File: src/hw/rtl/rtpjb_pkg.sv
// Package for the RTP sequence jitter buffer: word types, op codes and constants.
// No dependencies; imported by rtpjb_slot_mod and rtp_sequence_jitter_buffer_unit.
`default_nettype none

package rtpjb_pkg;

	localparam int SEQ_W     = 16;
	localparam int LEN_W     = 9;
	localparam int DATA_W    = 64;
	localparam int DELAY_W   = 11;
	localparam int BYTE_W    = 8;
	localparam int WORD_BYTES = DATA_W / BYTE_W;

	localparam int SLOTS_DEF     = 64;
	localparam int MAX_BYTES_DEF = 256;

	localparam logic [DELAY_W-1:0] DELAY_RESET = DELAY_W'(60);

	// Frame length in milliseconds; the delay is divided by it through a
	// pre-shift and a reciprocal multiply.
	localparam int FRAME_MS        = 20;
	localparam int MIN_FRAMES      = 1;
	localparam int FRAME_PRE_SHIFT = 2;
	localparam int FRAME_DIV       = FRAME_MS >> FRAME_PRE_SHIFT;
	localparam int FRAME_SHIFT     = 10;
	localparam int FRAME_RECIP     = ((1 << FRAME_SHIFT) + FRAME_DIV - 1) / FRAME_DIV;
	localparam int FRAMES_W        = 7;

	typedef enum logic [1:0] {
		OP_PUT   = 2'd0,
		OP_GET   = 2'd1,
		OP_CLEAR = 2'd2,
		OP_NOP   = 2'd3
	} op_t;

	typedef struct packed {
		op_t               op;
		logic [SEQ_W-1:0]  seq;
		logic [LEN_W-1:0]  packet_len;
		logic [DATA_W-1:0] data_word;
		logic              last_word;
	} rtpjb_in_t;

	typedef struct packed {
		logic              found;
		logic [SEQ_W-1:0]  played_seq;
		logic [LEN_W-1:0]  frame_len;
		logic [DATA_W-1:0] frame_word;
		logic              last;
	} rtpjb_out_t;

endpackage

`default_nettype wire

File: src/hw/rtl/rtpjb_slot_mod.sv
// Two-stage reduction of a sequence number to its slot index (seq mod SLOTS).
// Depends on rtpjb_pkg for the sequence width.
`default_nettype none

module rtpjb_slot_mod
	import rtpjb_pkg::*;
#(
	parameter int SLOTS = SLOTS_DEF
) (
	input  wire logic                       clk,
	input  wire logic                       en,
	input  wire logic [SEQ_W-1:0]           key,
	output logic      [$clog2(SLOTS)-1:0]   slot
);

	localparam int SLOT_W = $clog2(SLOTS);
	localparam int RECIP  = (1 << SEQ_W) / SLOTS;

	logic [2*SEQ_W-1:0] prod_s1;
	logic [SEQ_W-1:0]   key_s1;
	logic [SEQ_W-1:0]   quot_est;
	logic [2*SEQ_W-1:0] back;
	logic [SEQ_W-1:0]   rem_est;
	logic [SEQ_W-1:0]   rem_fix;
	logic [SLOT_W-1:0]  slot_s2;

	// The truncated reciprocal gives a quotient that is exact or one short, so
	// the remainder needs at most one corrective subtraction.
	always_ff @(posedge clk) begin
		if (en) begin
			prod_s1 <= (2*SEQ_W)'(key) * (2*SEQ_W)'(RECIP);
			key_s1  <= key;
		end
	end

	always_comb begin
		quot_est = prod_s1[2*SEQ_W-1:SEQ_W];
		back     = (2*SEQ_W)'(quot_est) * (2*SEQ_W)'(SLOTS);
		rem_est  = key_s1 - back[SEQ_W-1:0];
		if (rem_est >= SEQ_W'(SLOTS)) begin
			rem_fix = rem_est - SEQ_W'(SLOTS);
		end else begin
			rem_fix = rem_est;
		end
	end

	always_ff @(posedge clk) begin
		slot_s2 <= rem_fix[SLOT_W-1:0];
	end

	assign slot = slot_s2;

endmodule

`default_nettype wire

File: config.mk
export PLATFORM = sky130hd
export DESIGN_NAME = rtpjb_slot_mod
export DESIGN_NICKNAME = d
export VERILOG_FILES = /design/src/hw/rtl/rtpjb_pkg.sv /design/src/hw/rtl/rtpjb_slot_mod.sv
export SDC_FILE = /design/constraint.sdc
export NUM_CORES = 1
export LEC_CHECK = 0
export BUFFER_PORTS_ARGS = -buffer_cell sky130_fd_sc_hd__buf_4
export CAP_MARGIN = 20
export CORE_AREA = 2 2 39 41
export DETAILED_ROUTE_END_ITERATION = 8
export DIE_AREA = 0 0 41 43
export PLACE_DENSITY_LB_ADDON = 0.2
export SLEW_MARGIN = 10
export SYNTH_ARGS = -nofsm -noshare
export SYNTH_HDL_FRONTEND = slang
export SYNTH_SLANG_ARGS = --single-unit
File: constraint.sdc
create_clock -name clk -period 1.2 [get_ports clk]
set_clock_uncertainty 0.1 [all_clocks]
set_input_delay 0.06 -clock clk [delete_from_list [all_inputs] [get_ports clk]]
set_output_delay 0.06 -clock clk [all_outputs]
set_load 0.03 [all_outputs]
==> key figures <==
Final layout
  • Non-filler cells, final: 52
  • Commonest non-fill, non-tap cells in the layout: buf_4, dlygate4sd3_1, edfxtp_1, dfxtp_1, clkbuf_4
  • Area of the multi-input gates: 0 um2
  • Diode count: 0
  • Nets: between 50 and 60
  • Multi-input gates: 0
  • Most common cell after layout, fill and taps aside: buf_4
  • Fillers: 128
  • Storage cell area: 300 um2
  • Finished Cell Area: 524 um2
  • Share of cells above drive strength 1: 0.472
  • Area Overhead vs Synth: 74.6%

Clock network
  • Post-cts sizing count: 0
  • CTS H-Tree Depth: 1
  • Num CTS Buffers: 3
  • CTS tree: yes
  • Clock Pin Slew Worst Setup and Hold Paths: 0.07 ns
  • Clock Tree Root: clkbuf_4
  • CTS sink count: 12
  • Clock buffer depth: 2
  • Worst-Skew Late Latency: ~0.27 ns

Floorplan
  • DIE AREA: between 1500 and 2000 um2
  • Top Ports: 24
  • Core box area: 1380 um2
  • Die Y: 43 um
  • Initial Util: 0.217
  • Die width: 41 um
  • # rows: 14

Route
  • Via density: 3.38
  • First-pass DRT Iterations: 1
  • Via Count: 176
  • Drt drc: 0
  • Initial drt markers: 0
  • Final ANT Viol Nets: 0
  • WL per Instance: 9.96 um
  • DRT Wirelength: 518 um

Power and ir drop
  • Peak VDD IR: 0.000511 V
  • PwrDens: 1680 nW/um2
  • Leakage: 0.222 nW

Worst setup path
  • CP bufs+invs: 1
  • R2r startpoint: prod_s1[14]$_DFFE_PP_
  • Worst Setup Path Type: reg2out
  • CP cell instances: buf_4
  • Worst Path Required: 1.04 ns
  • Crit. End Element: output port
  • CP arrival: 0.74 ns
  • Top Family by Delay on Critical Path: flip-flops
  • Worst setup SP type: flop
  • Crit path from: slot[4]$_DFF_P_
  • Worst Path Max Fanout: 1
  • CP max stage delay: 0.32 ns
  • Critical path's slowest cell: dfxtp_1

Timing
  • Final Setup Violations: 0
  • Relative slew slack: 0.942
  • Tightest Pin Transition: 0.0865 ns
  • Fmax: 1110 MHz
  • Hold WS: 0.238 ns
  • Max Slew Vio Count: 0
  • RSZ-0062 raised after global routing: no
  • Post-route setup TNS: 0 ns
  • Final hold vios: 0
  • Final cycle utilization of the critical path: 0.748
  • Tmin final: between 0.8 and 0.9 ns

Run
  • Max-cap viol count: 0

Synthesis
  • Synth Area in XOR/XNOR: 0
  • Post-synthesis sequential area ratio: 1.00
  • Synth cell types: 2
  • Ys Warns: 0
  • Flops & latches, synth: 12
  • Synth Cell Area: 300 um2
  • Multiplexer share of the synthesized area: 0
  • Post-synthesis compound-gate area fraction: 0
  • Post-synthesis adder-cell area fraction: 0
  • Gate Count Post-Synth: 12
  • Post-Syn Nets: 30
  • Syn avg cell area: 25.0 um2
  • Simple-Gate Fraction of Synth Area: 0

GRT
  • First-pass GRT wire length: 786 um
  • Pin count of the biggest net entering global routing: 8
  • Initial antenna violation count: 0
  • Vias in the first global route: 196
  • Gr usage total: 0.0776
  • Total gr overflow: 0

Status
  • Status: completed

Placed design
  • Port Buffers: 13
  • DP Cell Count: roughly 40
  • Placed Instance Area: 418 um2
  • GP Congestion: 0.591

Min path
  • Hold Crit Class: reg2reg
  • Hold_sp: prod_s1[11]$_DFFE_PP_
[synth_stat cells]
cell type  number  share of area
edfxtp_1        6           0.60
dfxtp_1         6           0.40
[layer usage]
metal / global-route usage / routed length, um
met5: 0 / 0
met4: 0.100 / 4
met3: 0.0314 / 57
met2: 0.106 / 261
met1: 0.0714 / 194
[where the power goes]
group | switching [mW] | internal (mW)
clock network | 0.128 | 0.184
registers | 0.00722 | 0.464
logic | 0.0478 | 0.0484
[cell type report]
class | instances | area share
Tap cell | 16 | 0.0382
Timing Repair Buffer | 20 | 0.320
Sequential cell | 12 | 0.573
Clock buffer | 4 | 0.0692
[registers in the layout, summed over array words and instances (netlist names)]
register	count
slot	6
prod_s1	6
[metrics by stage]
stage | power, mW | setup slack (ns) | util
global route | 0.919 | 0.247 | 0.379
global placement | 0.556 | 0.602 | 0.302
CTS | 0.889 | 0.287 | 0.379
floorplan | 0.512 | 0.581 | -
detailed placement | 0.559 | 0.591 | 0.302
finish | 0.880 | 0.303 | 0.379
[worst paths after layout]
| kind | slack [ns] | end | depth (start not counted) |
|---|---|---|---|
| worst max-delay path | 0.30 | slot[4] | 1 |
| worst min-delay path | 0.24 | slot[1]$_DFF_P_ | 0 |
| worst max register to register | 0.61 | slot[4]$_DFF_P_ | 0 |
| worst min register to register | 0.24 | slot[1]$_DFF_P_ | 0 |
[kinds of logic after synthesis]
family  after synthesis
DFF                  12
[timing repair]
item | 4_1_cts | 5_1_grt
hold buffers | 7 | 0
buffers inserted | 0 | 0
hold endpoints to repair | 12 | 0
endpoints found under the setup margin | 0 | 0
Power figures use the tool's default switching activity.
